===== src/sv/sstw_pkg.sv =====
// Shared types, constants and helper functions of the two-wire segment display writer.
package sstw_pkg;

    // Function codes carried in the input item's tuser field.
    localparam logic [1:0] FUNC_TICK   = 2'd0;
    localparam logic [1:0] FUNC_SHOW   = 2'd1;
    localparam logic [1:0] FUNC_BRIGHT = 2'd2;

    // Bytes of the display protocol.
    localparam logic [7:0] CMD_DATA_WRITE = 8'h40;
    localparam logic [7:0] CMD_ADDR_FIRST = 8'hc0;
    localparam logic [7:0] CMD_DISP_OFF   = 8'h80;
    localparam logic [7:0] CMD_DISP_ON    = 8'h88;
    localparam logic [7:0] SEG_COLON      = 8'h80;

    localparam logic [7:0] CHAR_ZERO  = 8'h30;
    localparam logic [7:0] CHAR_NINE  = 8'h39;
    localparam logic [7:0] CHAR_COLON = 8'h3a;

    localparam logic [3:0] LEVEL_MAX      = 4'd8;
    localparam logic [7:0] WAIT_TICKS_RST = 8'd5;

    // Longest frame: data-write command, address command and five digit bytes.
    localparam int FRAME_DEPTH = 7;
    localparam int NUM_CHARS   = 5;
    localparam int QUEUE_DEPTH = 2;
    localparam int QPTR_W      = $clog2(QUEUE_DEPTH);
    localparam int QCNT_W      = $clog2(QUEUE_DEPTH + 1);

    typedef enum logic [1:0] {
        KIND_TICK,
        KIND_SHOW,
        KIND_BRIGHT,
        KIND_NONE
    } t_kind;

    typedef enum logic [3:0] {
        PH_IDLE,
        PH_S0, PH_S1, PH_S2,
        PH_B0, PH_B1, PH_B2,
        PH_A0, PH_A1, PH_A2,
        PH_T0, PH_T1, PH_T2, PH_T3
    } t_phase;

    // One classified item, ready for the sequencer.
    typedef struct packed {
        t_kind                      kind;
        logic [2:0]                 count;
        logic [FRAME_DEPTH-1:0][7:0] frame;
    } t_cmd;

    // Handshake between the queue and the sequencer.
    typedef struct packed {
        logic valid;
        t_cmd cmd;
    } t_qout;

    // Result item, packed so that clk_pin lands in bit 0.
    typedef struct packed {
        logic dropped;
        logic busy;
        logic dio;
        logic clk;
    } t_result;

    function automatic logic [7:0] seg_of(input logic [3:0] digit);
        logic [7:0] seg;
        unique case (digit)
            4'd0:    seg = 8'h3f;
            4'd1:    seg = 8'h06;
            4'd2:    seg = 8'h5b;
            4'd3:    seg = 8'h4f;
            4'd4:    seg = 8'h66;
            4'd5:    seg = 8'h6d;
            4'd6:    seg = 8'h7d;
            4'd7:    seg = 8'h07;
            4'd8:    seg = 8'h7f;
            4'd9:    seg = 8'h6f;
            default: seg = 8'h00;
        endcase
        return seg;
    endfunction

    function automatic logic is_digit(input logic [7:0] ch);
        return (ch >= CHAR_ZERO) && (ch <= CHAR_NINE);
    endfunction

endpackage


===== src/sv/sstw_front.sv =====
// Front end: classifies input items and builds the byte list of a frame.
module sstw_front (
    input  logic              [1:0] i_func,
    input  logic              [7:0] i_char_a,
    input  logic              [7:0] i_char_b,
    input  logic              [7:0] i_char_c,
    input  logic              [7:0] i_char_d,
    input  logic              [7:0] i_char_e,
    input  logic              [3:0] i_level,
    output sstw_pkg::t_cmd          o_cmd
);

    logic [sstw_pkg::NUM_CHARS-1:0][7:0] chars;
    logic [3:0] lvl;
    logic [2:0] lvl_m1;
    logic [2:0] slot;

    assign chars = {i_char_e, i_char_d, i_char_c, i_char_b, i_char_a};

    always_comb begin
        o_cmd.kind  = sstw_pkg::KIND_NONE;
        o_cmd.count = 3'd0;
        o_cmd.frame = '0;
        lvl         = (i_level > sstw_pkg::LEVEL_MAX) ? sstw_pkg::LEVEL_MAX : i_level;
        lvl_m1      = 3'(lvl - 4'd1);
        slot        = 3'd2;

        unique case (i_func)
            sstw_pkg::FUNC_TICK: begin
                o_cmd.kind = sstw_pkg::KIND_TICK;
            end
            sstw_pkg::FUNC_SHOW: begin
                o_cmd.kind     = sstw_pkg::KIND_SHOW;
                o_cmd.frame[0] = sstw_pkg::CMD_DATA_WRITE;
                o_cmd.frame[1] = sstw_pkg::CMD_ADDR_FIRST;
                for (int i = 0; i < sstw_pkg::NUM_CHARS; i++) begin
                    if (i == 2 && chars[i] == sstw_pkg::CHAR_COLON) begin
                        // The colon lights on the second digit, only after two digits.
                        if (sstw_pkg::is_digit(chars[0]) && sstw_pkg::is_digit(chars[1])) begin
                            o_cmd.frame[3] = o_cmd.frame[3] | sstw_pkg::SEG_COLON;
                        end
                    end else if (sstw_pkg::is_digit(chars[i])) begin
                        o_cmd.frame[slot] = sstw_pkg::seg_of(chars[i][3:0]);
                        slot              = slot + 3'd1;
                    end
                end
                o_cmd.count = slot;
            end
            sstw_pkg::FUNC_BRIGHT: begin
                o_cmd.kind  = sstw_pkg::KIND_BRIGHT;
                o_cmd.count = 3'd1;
                if (i_level == 4'd0) begin
                    o_cmd.frame[0] = sstw_pkg::CMD_DISP_OFF;
                end else begin
                    o_cmd.frame[0] = sstw_pkg::CMD_DISP_ON | {5'd0, lvl_m1};
                end
            end
            default: begin
                o_cmd.kind = sstw_pkg::KIND_NONE;
            end
        endcase
    end

endmodule


===== src/sv/sstw_queue.sv =====
// Short command queue between the front end and the pin sequencer.
module sstw_queue (
    input  logic                  i_clk,
    input  logic                  i_rst_n,
    input  logic                  i_push,
    input  sstw_pkg::t_cmd        i_cmd,
    output logic                  o_full,
    input  logic                  i_pop,
    output sstw_pkg::t_qout       o_head
);

    sstw_pkg::t_cmd                    r_mem [sstw_pkg::QUEUE_DEPTH];
    logic [sstw_pkg::QPTR_W-1:0]       r_wr_ptr;
    logic [sstw_pkg::QPTR_W-1:0]       r_rd_ptr;
    logic [sstw_pkg::QCNT_W-1:0]       r_count;
    logic                              do_push;
    logic                              do_pop;

    assign o_full       = (r_count == sstw_pkg::QCNT_W'(sstw_pkg::QUEUE_DEPTH));
    assign o_head.valid = (r_count != '0);
    assign o_head.cmd   = r_mem[r_rd_ptr];
    assign do_push      = i_push && !o_full;
    assign do_pop       = i_pop && o_head.valid;

    always_ff @(posedge i_clk) begin
        if (!i_rst_n) begin
            r_wr_ptr <= '0;
            r_rd_ptr <= '0;
            r_count  <= '0;
        end else begin
            if (do_push) begin
                r_wr_ptr <= (r_wr_ptr == sstw_pkg::QPTR_W'(sstw_pkg::QUEUE_DEPTH - 1))
                          ? '0 : r_wr_ptr + 1'b1;
            end
            if (do_pop) begin
                r_rd_ptr <= (r_rd_ptr == sstw_pkg::QPTR_W'(sstw_pkg::QUEUE_DEPTH - 1))
                          ? '0 : r_rd_ptr + 1'b1;
            end
            if (do_push && !do_pop) begin
                r_count <= r_count + 1'b1;
            end else if (do_pop && !do_push) begin
                r_count <= r_count - 1'b1;
            end
        end
    end

    always_ff @(posedge i_clk) begin
        if (do_push) begin
            r_mem[r_wr_ptr] <= i_cmd;
        end
    end

endmodule


===== src/sv/sstw_back.sv =====
// Back end: the pin sequencer, the delay counter and the result register.
module sstw_back (
    input  logic                  i_clk,
    input  logic                  i_rst_n,
    input  sstw_pkg::t_qout       i_head,
    output logic                  o_pop,
    input  logic                  i_cfg_valid,
    input  logic            [7:0] i_cfg_data,
    output logic                  o_res_valid,
    input  logic                  i_res_ready,
    output sstw_pkg::t_result     o_res
);

    sstw_pkg::t_phase  r_phase, n_phase;
    logic [7:0]        r_frame [sstw_pkg::FRAME_DEPTH];
    logic [2:0]        r_count;
    logic [2:0]        r_byte_pos, n_byte_pos;
    logic [2:0]        r_bit_pos, n_bit_pos;
    logic [7:0]        r_wait_left, n_wait_left;
    logic [7:0]        r_wait_ticks;
    logic              r_clk, n_clk;
    logic              r_dio, n_dio;
    logic              r_res_valid;
    sstw_pkg::t_result r_res;

    logic       step;
    logic       busy;
    logic       is_tick;
    logic       is_req;
    logic       advance;
    logic       start;
    logic       more_bytes;
    logic [7:0] cur_byte;

    assign o_pop   = !r_res_valid || i_res_ready;
    assign step    = i_head.valid && o_pop;
    assign busy    = (r_phase != sstw_pkg::PH_IDLE);
    assign is_tick = (i_head.cmd.kind == sstw_pkg::KIND_TICK);
    assign is_req  = (i_head.cmd.kind == sstw_pkg::KIND_SHOW)
                  || (i_head.cmd.kind == sstw_pkg::KIND_BRIGHT);
    assign advance = step && is_tick && busy && (r_wait_left == 8'd0);
    assign start   = step && is_req && !busy;

    assign cur_byte   = r_frame[r_byte_pos];
    assign more_bytes = ({1'b0, r_byte_pos} + 4'd1) < {1'b0, r_count};

    // Next phase.
    always_comb begin
        n_phase = r_phase;
        if (start) begin
            n_phase = sstw_pkg::PH_S0;
        end else if (advance) begin
            unique case (r_phase)
                sstw_pkg::PH_S0: n_phase = sstw_pkg::PH_S1;
                sstw_pkg::PH_S1: n_phase = sstw_pkg::PH_S2;
                sstw_pkg::PH_S2: n_phase = sstw_pkg::PH_B0;
                sstw_pkg::PH_B0: n_phase = sstw_pkg::PH_B1;
                sstw_pkg::PH_B1: n_phase = sstw_pkg::PH_B2;
                sstw_pkg::PH_B2: n_phase = (r_bit_pos == 3'd7) ? sstw_pkg::PH_A0
                                                                : sstw_pkg::PH_B0;
                sstw_pkg::PH_A0: n_phase = sstw_pkg::PH_A1;
                sstw_pkg::PH_A1: n_phase = sstw_pkg::PH_A2;
                sstw_pkg::PH_A2: n_phase = more_bytes ? sstw_pkg::PH_B0 : sstw_pkg::PH_T0;
                sstw_pkg::PH_T0: n_phase = sstw_pkg::PH_T1;
                sstw_pkg::PH_T1: n_phase = sstw_pkg::PH_T2;
                sstw_pkg::PH_T2: n_phase = sstw_pkg::PH_T3;
                sstw_pkg::PH_T3: n_phase = sstw_pkg::PH_IDLE;
                default:         n_phase = sstw_pkg::PH_IDLE;
            endcase
        end
    end

    // Pin levels, position counters and the delay counter.
    always_comb begin
        n_clk       = r_clk;
        n_dio       = r_dio;
        n_byte_pos  = r_byte_pos;
        n_bit_pos   = r_bit_pos;
        n_wait_left = r_wait_left;
        if (start) begin
            n_byte_pos  = 3'd0;
            n_bit_pos   = 3'd0;
            n_wait_left = 8'd0;
        end else if (step && is_tick && busy && r_wait_left != 8'd0) begin
            n_wait_left = r_wait_left - 8'd1;
        end else if (advance) begin
            unique case (r_phase)
                sstw_pkg::PH_S0: n_dio = 1'b1;
                sstw_pkg::PH_S1: begin
                    n_clk       = 1'b1;
                    n_wait_left = r_wait_ticks;
                end
                sstw_pkg::PH_S2: begin
                    n_dio      = 1'b0;
                    n_byte_pos = 3'd0;
                    n_bit_pos  = 3'd0;
                end
                sstw_pkg::PH_B0: n_clk = 1'b0;
                sstw_pkg::PH_B1: begin
                    n_dio       = cur_byte[r_bit_pos];
                    n_wait_left = r_wait_ticks;
                end
                sstw_pkg::PH_B2: begin
                    n_clk       = 1'b1;
                    n_wait_left = r_wait_ticks;
                    n_bit_pos   = (r_bit_pos == 3'd7) ? 3'd0 : r_bit_pos + 3'd1;
                end
                sstw_pkg::PH_A0: begin
                    n_clk       = 1'b0;
                    n_wait_left = r_wait_ticks;
                end
                sstw_pkg::PH_A1: begin
                    n_clk       = 1'b1;
                    n_wait_left = r_wait_ticks;
                end
                sstw_pkg::PH_A2: begin
                    n_clk = 1'b0;
                    if (more_bytes) begin
                        n_byte_pos = r_byte_pos + 3'd1;
                    end
                end
                sstw_pkg::PH_T0: begin
                    n_clk       = 1'b0;
                    n_wait_left = r_wait_ticks;
                end
                sstw_pkg::PH_T1: begin
                    n_dio       = 1'b0;
                    n_wait_left = r_wait_ticks;
                end
                sstw_pkg::PH_T2: begin
                    n_clk       = 1'b1;
                    n_wait_left = r_wait_ticks;
                end
                sstw_pkg::PH_T3: n_dio = 1'b1;
                default: begin
                    n_clk = r_clk;
                end
            endcase
        end
    end

    always_ff @(posedge i_clk) begin
        if (!i_rst_n) begin
            r_phase      <= sstw_pkg::PH_IDLE;
            r_count      <= 3'd0;
            r_byte_pos   <= 3'd0;
            r_bit_pos    <= 3'd0;
            r_wait_left  <= 8'd0;
            r_wait_ticks <= sstw_pkg::WAIT_TICKS_RST;
            r_clk        <= 1'b0;
            r_dio        <= 1'b0;
            r_res_valid  <= 1'b0;
        end else begin
            r_phase     <= n_phase;
            r_byte_pos  <= n_byte_pos;
            r_bit_pos   <= n_bit_pos;
            r_wait_left <= n_wait_left;
            r_clk       <= n_clk;
            r_dio       <= n_dio;
            if (start) begin
                r_count <= i_head.cmd.count;
            end
            if (i_cfg_valid) begin
                r_wait_ticks <= i_cfg_data;
            end
            if (step) begin
                r_res_valid <= 1'b1;
            end else if (i_res_ready) begin
                r_res_valid <= 1'b0;
            end
        end
    end

    always_ff @(posedge i_clk) begin
        if (start) begin
            for (int i = 0; i < sstw_pkg::FRAME_DEPTH; i++) begin
                r_frame[i] <= i_head.cmd.frame[i];
            end
        end
        if (step) begin
            r_res.clk     <= n_clk;
            r_res.dio     <= n_dio;
            r_res.busy    <= (n_phase != sstw_pkg::PH_IDLE);
            r_res.dropped <= step && is_req && busy;
        end
    end

    assign o_res_valid = r_res_valid;
    assign o_res       = r_res;

endmodule


===== src/sv/seven_segment_two_wire_writer.sv =====
// Top level of the two-wire seven-segment display writer.
//
// This block drives the clock and data lines of a two-wire seven-segment
// display controller. Every input item yields exactly one result item that
// reports the pin levels, whether a frame is in flight, and whether the item
// was a request that got dropped. A tick item (func 0) moves the pin sequence
// one step forward, or counts down the hold delay set by the wait_ticks
// register. A show request (func 1) turns five characters into segment bytes,
// skipping anything that is not a decimal digit, and queues the frame 0x40,
// 0xC0 and those bytes; a colon as the third character lights the colon bit
// of the second digit when the first two characters are digits. A brightness
// request (func 2) sends 0x80 for level 0 or 0x88 with the level minus one,
// levels above 8 counting as 8. Requests that arrive while a frame is being
// sent are dropped and flagged. A front end classifies items and builds the
// frame bytes, a two-entry queue decouples it from the pin sequencer in the
// back end, and the result sits in an output register. The block takes one
// item per clock cycle while the queue has room. An accepted item is written
// into the queue and passes on to the output register once that register is
// free; a stall on the output side is absorbed by the queue before
// s_axis_tready falls. The wait_ticks register may only be written while no
// item is in flight; its write port is always ready.
module seven_segment_two_wire_writer (
    input  logic        i_clk,
    input  logic        i_rst_n,

    input  logic        s_axis_tvalid,
    output logic        s_axis_tready,
    // From bit 0: char_a[7:0], char_b[7:0], char_c[7:0], char_d[7:0],
    // char_e[7:0], level[3:0], then four zero bits.
    input  logic [47:0] s_axis_tdata,
    // From bit 0: func[1:0].
    input  logic  [1:0] s_axis_tuser,

    output logic        m_axis_tvalid,
    input  logic        m_axis_tready,
    // From bit 0: clk_pin, dio_pin, busy_res, dropped, then four zero bits.
    output logic  [7:0] m_axis_tdata,

    input  logic        i_cfg_valid,
    output logic        o_cfg_ready,
    // The wait_ticks register.
    input  logic  [7:0] i_cfg_data
);

    sstw_pkg::t_cmd    front_cmd;
    sstw_pkg::t_qout   q_head;
    sstw_pkg::t_result res;
    logic              q_full;
    logic              q_pop;

    sstw_front u_front (
        .i_func   (s_axis_tuser),
        .i_char_a (s_axis_tdata[7:0]),
        .i_char_b (s_axis_tdata[15:8]),
        .i_char_c (s_axis_tdata[23:16]),
        .i_char_d (s_axis_tdata[31:24]),
        .i_char_e (s_axis_tdata[39:32]),
        .i_level  (s_axis_tdata[43:40]),
        .o_cmd    (front_cmd)
    );

    sstw_queue u_queue (
        .i_clk   (i_clk),
        .i_rst_n (i_rst_n),
        .i_push  (s_axis_tvalid),
        .i_cmd   (front_cmd),
        .o_full  (q_full),
        .i_pop   (q_pop),
        .o_head  (q_head)
    );

    sstw_back u_back (
        .i_clk       (i_clk),
        .i_rst_n     (i_rst_n),
        .i_head      (q_head),
        .o_pop       (q_pop),
        .i_cfg_valid (i_cfg_valid),
        .i_cfg_data  (i_cfg_data),
        .o_res_valid (m_axis_tvalid),
        .i_res_ready (m_axis_tready),
        .o_res       (res)
    );

    assign s_axis_tready = !q_full;
    assign o_cfg_ready   = 1'b1;
    assign m_axis_tdata  = {4'd0, res};

endmodule


===== config.mk =====
export PLATFORM = sky130hd
export DESIGN_NAME = seven_segment_two_wire_writer
export DESIGN_NICKNAME = d
export VERILOG_FILES = /design/src/sv/sstw_pkg.sv /design/src/sv/sstw_front.sv /design/src/sv/sstw_queue.sv /design/src/sv/sstw_back.sv /design/src/sv/seven_segment_two_wire_writer.sv
export SDC_FILE = /design/constraint.sdc
export NUM_CORES = 1
export LEC_CHECK = 0
export ABC_CLOCK_PERIOD_IN_PS = 4700
export BUFFER_PORTS_ARGS = -buffer_cell sky130_fd_sc_hd__buf_2
export CAP_MARGIN = 20
export CORE_AREA = 2 2 147 178
export CTS_CLUSTER_SIZE = 25
export DETAILED_ROUTE_END_ITERATION = 8
export DIE_AREA = 0 0 149 180
export PLACE_DENSITY_LB_ADDON = 0.05
export SKIP_CTS_REPAIR_TIMING = 1
export SLEW_MARGIN = 20
export SYNTH_ARGS = -nofsm -noshare
export SYNTH_HDL_FRONTEND = slang
export SYNTH_HIERARCHICAL = 1
export SYNTH_SLANG_ARGS = --single-unit

===== constraint.sdc =====
create_clock -name i_clk -period 4.7 [get_ports i_clk]
set_input_delay 0.94 -clock i_clk [delete_from_list [all_inputs] [get_ports i_clk]]
set_output_delay 0.94 -clock i_clk [all_outputs]
set_load 0.05 [all_outputs]

==> metrics.cfg, run 1 <==
[sta]
tightest_slew_ns = 1.05
setup_violations = 0
skew_ns = 0.00556
hold_viol = 0
period_minus_slack_ns = 3.94
slew-limit-headroom = 0.299
rsz0062_at_grt = false
finalCritPeriodShare = 0.838
layout_setup_ws_ns = 0.762
slew_viol_final = 0
tns_ns = 0
fmax_ghz = 0.254

[die]
std_cell_rows = 64
io_pins = 74
core-area_um2 = 25100
dieArea_um2 = 26800
die_height_um = 180
fp.dieW_um = 149
start_util = 0.494

[power_and_ir_drop]
sw_frac_of_total = 0.276
power_switching_mw = 1.50
pwr-share-seq = 0.504
cellPowerDensity_nw_per_um2 = 395
comb_power_share = 0.211
power.leakage_nw = 4.97
p_clk_frac = 0.285
internal_power_mw = 3.94
ir_drop_v = 0.000241
p_total_mw = 5.45

[cts]
clk_pin_slew_ns = 0.06
clock_latency_ns = 0.48
cts_max_path_buffers = 3
cts_max_level = 1
cts.sinks = 222
cts_tree = built
cts-root-buf = clkbuf_16
numCtsBuffers = 21

[global_route]
grt_pass1_wl_mm = 49.4
grt_max_degree = 63
antenna_found_initial = 0
grt_usage = 0.236
grt_overflow = 0
grt_pass1_vias = 9062

[worst_setup_path]
critPathLaunchType = primary input
crit_required_ns = 4.94
worstSetupPathType = in -> reg
critPathArrivalTime_ns = 4.18
ff2ff_setup_slack_ns = 1.70
cp_max_fo = 8
end_kind = flop

[route]
drt_iter0_markers = 524
drt-total-wl_mm = 31.3
ant_nets = 0
drt-vias-per-instance = 5.82
drc = 0
vias = 8865
wl_per_cell_um = 20.6
drt-pass1-iter-count = 6

[finish]
syn_to_final_growth_pct = 11.0
finalInstanceArea_um2 = 13800
nets = 1289
final_core_util = 0.549
drive_gt1_frac = 0.206
n_fill_cell = 2218
n_antenna_cell = 0

[synth]
synth_area_um2 = 12400
syn_avg_cell_area_um2 = 11.2
async_reset_ff_frac = 0
ys_types = 84
yosys_warnings = 6
ys_seq_area_frac = 0.504
synthTopCellsByCount = edfxtp_1 (182), nand2_1 (71), a21oi_1 (68), mux2_2 (68), nor2_1 (55)
yosysMostFrequentCell = edfxtp_1
synthDominantCellAreaShare = 0.440
synthFlopType = edfxtp_1
synth_cells = 1112
synth_seq_cells = 222
synth-edff-count = 182
synth.area.top_cells = edfxtp_1 (44%), dfxtp_1 (6.4%), mux2_2 (6.2%)
yosysTopAreaCell = edfxtp_1

[place]
gp_congestion = 0.984
dp_slack_ns = 0.260
detailed_place_hpwl_mm = 23.0
port_buffers = 64
dpl_cell_area_um2 = 13200

[run]
drv_cap = 0

[status]
outcome = complete, no violations

[min_path]
min_path_type = reg -> reg

[cells by family (layout without fill, tap and decap cells)]
family,Yosys count,after routing,synth area share
adder cells (fa/ha/maj),48,48,0.0483
multiplexers,113,113,0.104
AO/OA/AOI/OAI,305,305,0.168
AND/OR/NAND/NOR,285,285,0.121
flip-flops,222,222,0.504
buffers and inverters,121,195,0.0431
XOR/XNOR,15,15,0.0106
other,3,9,0.000906
[power groups by stage]
stage               Sequential, mW  Combinational, mW  Clock (mW)
detailed placement            2.79               1.16           0
CTS                           2.75               1.17        1.59
finish                        2.74               1.15        1.55
global placement              2.78               1.15           0
floorplan                     2.81              0.811           0
global route                  2.78               1.26        1.67
[metal layers]
layer	routed length (um)	vias to the layer above	track usage
met2	16000	230	0.420
met4	1640	0	0.117
met1	12500	4225	0.282
met3	1150	94	0.0213
met5	0	-	0
li1	-	4316	-
[sequential cells by signal, summed over array words and instances (netlist names), 4 cells and up, named ones only]
signal	count
u_back/o_res	4
u_queue/r_mem	122
u_back/r_phase	4
u_back/r_frame	56
u_back/r_wait_ticks	8
u_back/r_wait_left	8
[cell type report]
cell class	instances	area (um2)	share of cell area
Inverter	52	195	0.0141
Clock buffer	28	562	0.0407
Sequential cell	222	6270	0.454
Multi-Input combinational cell	775	5660	0.410
Clock inverter	9	62.6	0.00453
Tap cell	330	413	0.0299
Timing Repair Buffer	106	636	0.0461
[critical path: stages]
cell and delay (ns):
buf_2 0.13, inv_1 0.17, ha_1 0.22, o21bai_1 0.12
a2111oi_4 0.41, ha_1 0.42, inv_1 0.12, nand3_1 0.10
o2111ai_1 0.23, mux2i_1 0.39, nand2_1 0.17, or2_1 0.36
a21oi_1 0.39
[placed cells by master (no fill, tap or decap), types with 13 or more instances in the layout]
cell type / n
nand3_1: 32
ha_1: 48
nor2b_1: 28
o31ai_1: 16
edfxtp_1: 182
nand2_1: 71
a21oi_1: 68
dfxtp_1: 39
mux2_2: 68
nor2_1: 55
nand2b_1: 21
o21ai_1: 16
clkbuf_16: 21
o221ai_1: 13
inv_1: 48
buf_2: 64
nor3_1: 15
mux2i_1: 37
o211ai_1: 18
a31oi_1: 19
o21ai_0: 46
buf_4: 42
[metrics by stage]
| stage | std cells | hold WS [ns] |
|---|---|---|
| after CTS | 1522 | 0.476 |
| final | 1522 | 0.468 |
| after global placement | 1485 | 0.454 |
| after global routing | 1522 | 0.490 |
| after floorplan | 1118 | 0.436 |
| after detailed placement | 1485 | 0.467 |
[path summary, 6_finish.rpt]
path / start / end / depth (start not counted)
setup / recovery: s_axis_tdata[9] / u_queue/r_mem[0][16] / 13
hold / removal: u_back/r_wait_ticks[0] / u_back/r_wait_left[0] / 2
hold reg to reg: u_back/r_wait_ticks[0] / u_back/r_wait_left[0] / 2
setup reg to reg: flop / u_back/o_res[2] / 8
Note: power is estimated with default switching activity, not from simulation.
==> run 2, diff against run 1 <==
Settings changed: ABC_CLOCK_PERIOD_IN_PS 4700 to 4100.
Clock period 4.7 ns to 4.1 ns, I/O delays scaled along.
==> metrics.cfg, run 2 (synthesized netlist as in run 1, its figures left out) <==
[sta]
tns_ns = 0  ; unchanged
finalCritPeriodShare = 0.898
rsz0062_at_grt = false  ; unchanged
slew-limit-headroom = 0.273  ; was 0.299
setup_violations = 0  ; unchanged
period_minus_slack_ns = 3.68
tightest_slew_ns = 1.09  ; was 1.05 ns
skew_ns = 0.00638  ; was 0.00556 ns
hold_viol = 0  ; unchanged
slew_viol_final = 0  ; unchanged
fmax_ghz = 0.272

[route]
drt-total-wl_mm = 31.0  ; was 31.3 mm
drt-pass1-iter-count = 6  ; unchanged
routed-wl-met2_mm = 15.7  ; was 16.0 mm
drc = 0  ; unchanged
wl_met3_mm = 1.22  ; was 1.15 mm
topRoutingLayerUsed = met4  ; unchanged
drt_iter0_markers = 617  ; was 524
vias = 8989  ; was 8865
ant_nets = 0  ; unchanged
wl_per_cell_um = 19.9  ; was 20.6 um
drt-vias-per-instance = 5.78  ; was 5.82
met1Wirelength_mm = 12.6  ; was 12.5 mm

[finish]
layout_common_cells = edfxtp_1 (182), buf_4 (72), nand2_1 (71)  ; was edfxtp_1 (182), nand2_1 (71), a21oi_1 (68), mux2_2 (68), buf_2 (64)
nets = 1321  ; was 1289
drive_gt1_frac = 0.233  ; was 0.206
syn_to_final_growth_pct = 13.2  ; was 11.0%
largest-register = u_queue/r_mem  ; unchanged
final_core_util = 0.560  ; was 0.549
largest_reg_flops = 122  ; unchanged
largest_registers = u_queue/r_mem x122, u_back/r_frame x56  ; unchanged
stdcell_count = 1555  ; was 1522
final_common_cell = edfxtp_1  ; unchanged
n_antenna_cell = 0  ; unchanged

[die]
core-area_um2 = 25100  ; unchanged
fp.dieW_um = 149  ; unchanged
start_util = 0.494  ; unchanged
io_pins = 74  ; unchanged
dieArea_um2 = 26800  ; unchanged
die_height_um = 180  ; unchanged
std_cell_rows = 64  ; unchanged

[worst_setup_path]
end_kind = flop  ; unchanged
worstSetupPathType = in -> reg  ; unchanged
critPathArrivalTime_ns = 3.90  ; was 4.18 ns
crit_required_ns = 4.32  ; was 4.94 ns
critPathSlowestCell = a2111oi_4  ; was ha_1
cp_max_fo = 8  ; unchanged
slowest_delay_ns = 0.45  ; was 0.42 ns
crit_path_frequent_cell = buf_4
crit_chain = buf_2 > inv_1 > ha_1 > o21bai_1 > a2111oi_4 > buf_4 > ha_1 > nand4_1 > and3_1 > a22oi_2 > buf_4 > nor4_2 > buf_4 > a221oi_1 > nor2_1  ; was buf_2 > inv_1 > ha_1 > o21bai_1 > a2111oi_4 > ha_1 > inv_1 > nand3_1 > o2111ai_1 > mux2i_1 > nand2_1 > or2_1 > a21oi_1
critPathLaunchType = primary input  ; unchanged

[status]
outcome = complete, no violations  ; unchanged

[cts]
clk_pin_slew_ns = 0.06  ; about the same
cts_max_path_buffers = 3  ; unchanged
clock_latency_ns = 0.49  ; was 0.48 ns
cts-root-buf = clkbuf_16  ; unchanged
cts.sinks = 222  ; unchanged
cts_max_level = 1  ; unchanged
cts_tree = built  ; unchanged
numCtsBuffers = 21  ; unchanged

[global_route]
grt_overflow = 0  ; unchanged
grt_pass1_vias = 8896  ; was 9062
antenna_found_initial = 0  ; unchanged
grt_max_degree = 63  ; unchanged
grt_pass1_wl_mm = 48.9  ; was 49.4 mm
grt_usage = 0.232  ; was 0.236

[power_and_ir_drop]
ir_drop_v = 0.000252  ; was 0.000241 V
power.leakage_nw = 5.14  ; was 4.97 nW
cellPowerDensity_nw_per_um2 = 446  ; was 395 nW/um2

[run]
drv_cap = 0  ; unchanged

[place]
gp_congestion = 1.01  ; was 0.984
port_buffers = 64  ; unchanged
dpl.cell_count = 1517  ; was 1485
detailed_place_hpwl_mm = 23.2  ; was 23.0 mm

[min_path]
min_path_type = reg -> reg  ; unchanged

run 2: critical path, delay by kind of cell:
| kind | cells | cell delay, ns |
|---|---|---|
| compound gates | 4 | 1.33 |
| buf+inv | 5 | 0.79 |
| simple gates | 4 | 0.56 |
| fa+ha+maj | 2 | 0.39 |
run 2: report_power, final:
part	leakage, nW	internal (mW)	switching, mW	total [mW]
registers	2.06	3.00	0.130	3.13
clock network	0.312	1.01	0.792	1.80
logic	2.77	0.524	0.821	1.34
run 2: worst paths after layout:
kind	to	cells past startpoint	startpoint	slack, ns
min	u_back/r_wait_left[0]	2	u_back/r_wait_ticks[0]	0.46
max reg2reg	u_back/o_res[2]	6	u_back/r_phase[0]	1.28
max	u_queue/r_mem[1][12]	15	s_axis_tdata[9]	0.42
min reg2reg	u_back/r_wait_left[0]	2	u_back/r_wait_ticks[0]	0.46
run 2: per-stage QoR:
| stage | setup WS (ns) | instance area, um2 | total power [mW] | hold WS (ns) |
|---|---|---|---|---|
| detailed placement | -0.133 | 13400 | 4.54 | 0.464 |
| finish | 0.420 | 14100 | 6.27 | 0.464 |
| CTS | 0.375 | 14100 | 6.35 | 0.473 |
| global placement | -0.0891 | 13400 | 4.52 | 0.456 |
| floorplan | 0.180 | 12500 | 4.15 | 0.436 |
| global route | 0.214 | 14100 | 6.59 | 0.494 |
run 2: area by class of cell:
class	instances	area (um2)
clock buffers	23	533
clock inverters	15	105
fillers	2224	11100
inverters	52	195
multi-input cells	775	5660
flip-flops and latches	222	6270
well taps	330	413
repair buffers	138	901
run 2: routing by layer:
| layer | GRT usage | vias up |
|---|---|---|
| met2 | 0.413 | 232 |
| met4 | 0.0994 | 0 |
| li1 | - | 4378 |
| met1 | 0.284 | 4307 |
| met5 | 0 | - |
| met3 | 0.0239 | 72 |
==> run 3, diff against run 2 <==
Settings changed: REMOVE_ABC_BUFFERS from default to 1.
==> metrics.cfg, run 3 (synthesized netlist as in run 1, its figures left out) <==
[status]
outcome = complete, no violations  ; unchanged

[place]
detailed_place_hpwl_mm = 23.0  ; was 23.2 mm
dp_slack_ns = -0.0950  ; was -0.133 ns
dpl.cell_count = 1524  ; was 1517
gp_congestion = 0.955  ; was 1.01
port_buffers = 64  ; unchanged

[power_and_ir_drop]
comb_power_share = 0.206  ; was 0.214
p_total_mw = 6.53  ; was 6.27 mW
ir_drop_v = 0.000312  ; was 0.000252 V
sw_frac_of_total = 0.274  ; was 0.278
p_clk_frac = 0.309  ; was 0.287
power_switching_mw = 1.79  ; was 1.74 mW
internal_power_mw = 4.74  ; was 4.53 mW
power.leakage_nw = 5.21  ; was 5.14 nW
cellPowerDensity_nw_per_um2 = 459  ; was 446 nW/um2
pwr-share-seq = 0.486  ; was 0.499

[global_route]
grt_use_met3 = 0.0223  ; was 0.0239
grt_use_met2 = 0.439  ; was 0.413
met1_usage = 0.291  ; was 0.284
grt_pass1_wl_mm = 50.2  ; was 48.9 mm
grt_overflow = 0  ; unchanged
grt_pass1_vias = 9119  ; was 8896
grt_usage = 0.239  ; was 0.232
grt_max_degree = 63  ; unchanged
top_usage_layer = met2  ; unchanged
antenna_found_initial = 0  ; unchanged

[cts]
cts_max_path_buffers = 3  ; unchanged
cts_tree = built  ; unchanged
clock_latency_ns = 0.50  ; was 0.49 ns
clk_pin_slew_ns = 0.06  ; about the same
numCtsBuffers = 22  ; was 21
cts-root-buf = clkbuf_16  ; unchanged
cts.sinks = 222  ; unchanged
cts_max_level = 1  ; unchanged

[route]
drt-pass1-iter-count = 6  ; unchanged
wl_per_cell_um = 20.3  ; was 19.9 um
ant_nets = 0  ; unchanged
drt_iter0_markers = 629  ; was 617
drt-total-wl_mm = 31.7  ; was 31.0 mm
drt-vias-per-instance = 5.75  ; was 5.78
drc = 0  ; unchanged
vias = 8997  ; was 8989

[sta]
skew_ns = 0.0137  ; was 0.00638 ns
period_minus_slack_ns = 3.70  ; was 3.68 ns
slew_viol_final = 0  ; unchanged
fin_hold_ws_ns = 0.478  ; was 0.464 ns
layout_setup_ws_ns = 0.402  ; was 0.420 ns
rsz0062_at_grt = false  ; unchanged
tightest_slew_ns = 0.937  ; was 1.09 ns
finalCritPeriodShare = 0.902  ; was 0.898
fmax_ghz = 0.270  ; was 0.272 GHz
setup_violations = 0  ; unchanged
slew-limit-headroom = 0.374  ; was 0.273
hold_viol = 0  ; unchanged

[worst_setup_path]
critPathSlowestCell = nor4_4  ; was a2111oi_4
ff2ff_setup_slack_ns = 0.97  ; was 1.28 ns
crit_required_ns = 4.48  ; was 4.32 ns
crit_path_frequent_cell = buf_4  ; unchanged
crit_chain = buf_2 > inv_1 > ha_1 > o21bai_1 > a2111oi_4 > buf_4 > ha_1 > buf_4 > xnor2_1 > o211ai_1 > o221a_2 > a31o_2 > inv_2 > nor4_4 > buf_4 > nand2_1 > a31oi_1 > buf_4  ; was buf_2 > inv_1 > ha_1 > o21bai_1 > a2111oi_4 > buf_4 > ha_1 > nand4_1 > and3_1 > a22oi_2 > buf_4 > nor4_2 > buf_4 > a221oi_1 > nor2_1
end_kind = flop  ; unchanged
slowest_delay_ns = 0.47  ; was 0.45 ns
critPathLaunchType = primary input  ; unchanged
cp_max_fo = 7  ; was 8
critPathArrivalTime_ns = 4.08  ; was 3.90 ns
worstSetupPathType = in -> reg  ; unchanged

[finish]
drive_gt1_frac = 0.236  ; was 0.233
layout_common_cells = edfxtp_1 (182), buf_4 (78), nand2_1 (71)  ; was edfxtp_1 (182), buf_4 (72), nand2_1 (71)
nets = 1329  ; was 1321
syn_to_final_growth_pct = 14.5  ; was 13.2%
largest_registers = u_queue/r_mem x122, u_back/r_frame x56  ; unchanged
final_common_cell = edfxtp_1  ; unchanged
largest-register = u_queue/r_mem  ; unchanged
largest_reg_flops = 122  ; unchanged
stdcell_count = 1564  ; was 1555
n_antenna_cell = 0  ; unchanged

[die]
dieArea_um2 = 26800  ; unchanged
die_height_um = 180  ; unchanged
std_cell_rows = 64  ; unchanged
io_pins = 74  ; unchanged
start_util = 0.494  ; unchanged
core-area_um2 = 25100  ; unchanged
fp.dieW_um = 149  ; unchanged

[run]
drv_cap = 0  ; unchanged

[min_path]
min_path_type = reg -> reg  ; unchanged

## run 3: cell type report
type	instances	area [um2]
well taps	330	413
clock buffers	27	591
repair buffers	145	966
clock inverters	13	138
flip-flops and latches	222	6270
multi-input cells	775	5660
fillers	2151	10900
inverters	52	195
## run 3: metal layers
layer	share of wire	routed length, um
met2	0.53	16800
met1	0.40	12800
met4	0.031	984
met5	0	0
met3	0.033	1040
## run 3: critical path, delay by kind of cell
family / cells / cell delay (ns)
AOI/OAI and AO/OA: 6 / 1.30
xor gates and xnor gates: 1 / 0.05
adders and majority gates: 2 / 0.38
buffers and inverters: 7 / 1.00
and+or+nand+nor: 2 / 0.53
## run 3: stage by stage
stage / TNS (ns) / util / cell area (um2)
5_1_grt: 0 / 0.566 / 14200
3_5_place_dp: -0.442 / 0.537 / 13500
6_report: 0 / 0.566 / 14200
2_1_floorplan: -6.58 / - / 12100
3_3_place_gp: -0.214 / 0.537 / 13500
4_1_cts: 0 / 0.566 / 14200
## run 3: path summary, 6_finish.rpt
| path | from | endpoint | depth (start not counted) |
|---|---|---|---|
| max reg2reg | flop | u_back/o_res[2] | 8 |
| max | s_axis_tdata[9] | u_queue/r_mem[1][4] | 18 |
| min | u_back/r_wait_ticks[0] | u_back/r_wait_left[0] | 2 |
| min reg2reg | u_back/r_wait_ticks[0] | u_back/r_wait_left[0] | 2 |
## run 3: power by group through the flow
stage	logic, mW	registers [mW]	clock network, mW
detailed placement	1.35	3.22	0
floorplan	0.821	3.28	0
CTS	1.36	3.17	2.07
finish	1.34	3.17	2.01
global route	1.46	3.21	2.16
global placement	1.34	3.21	0
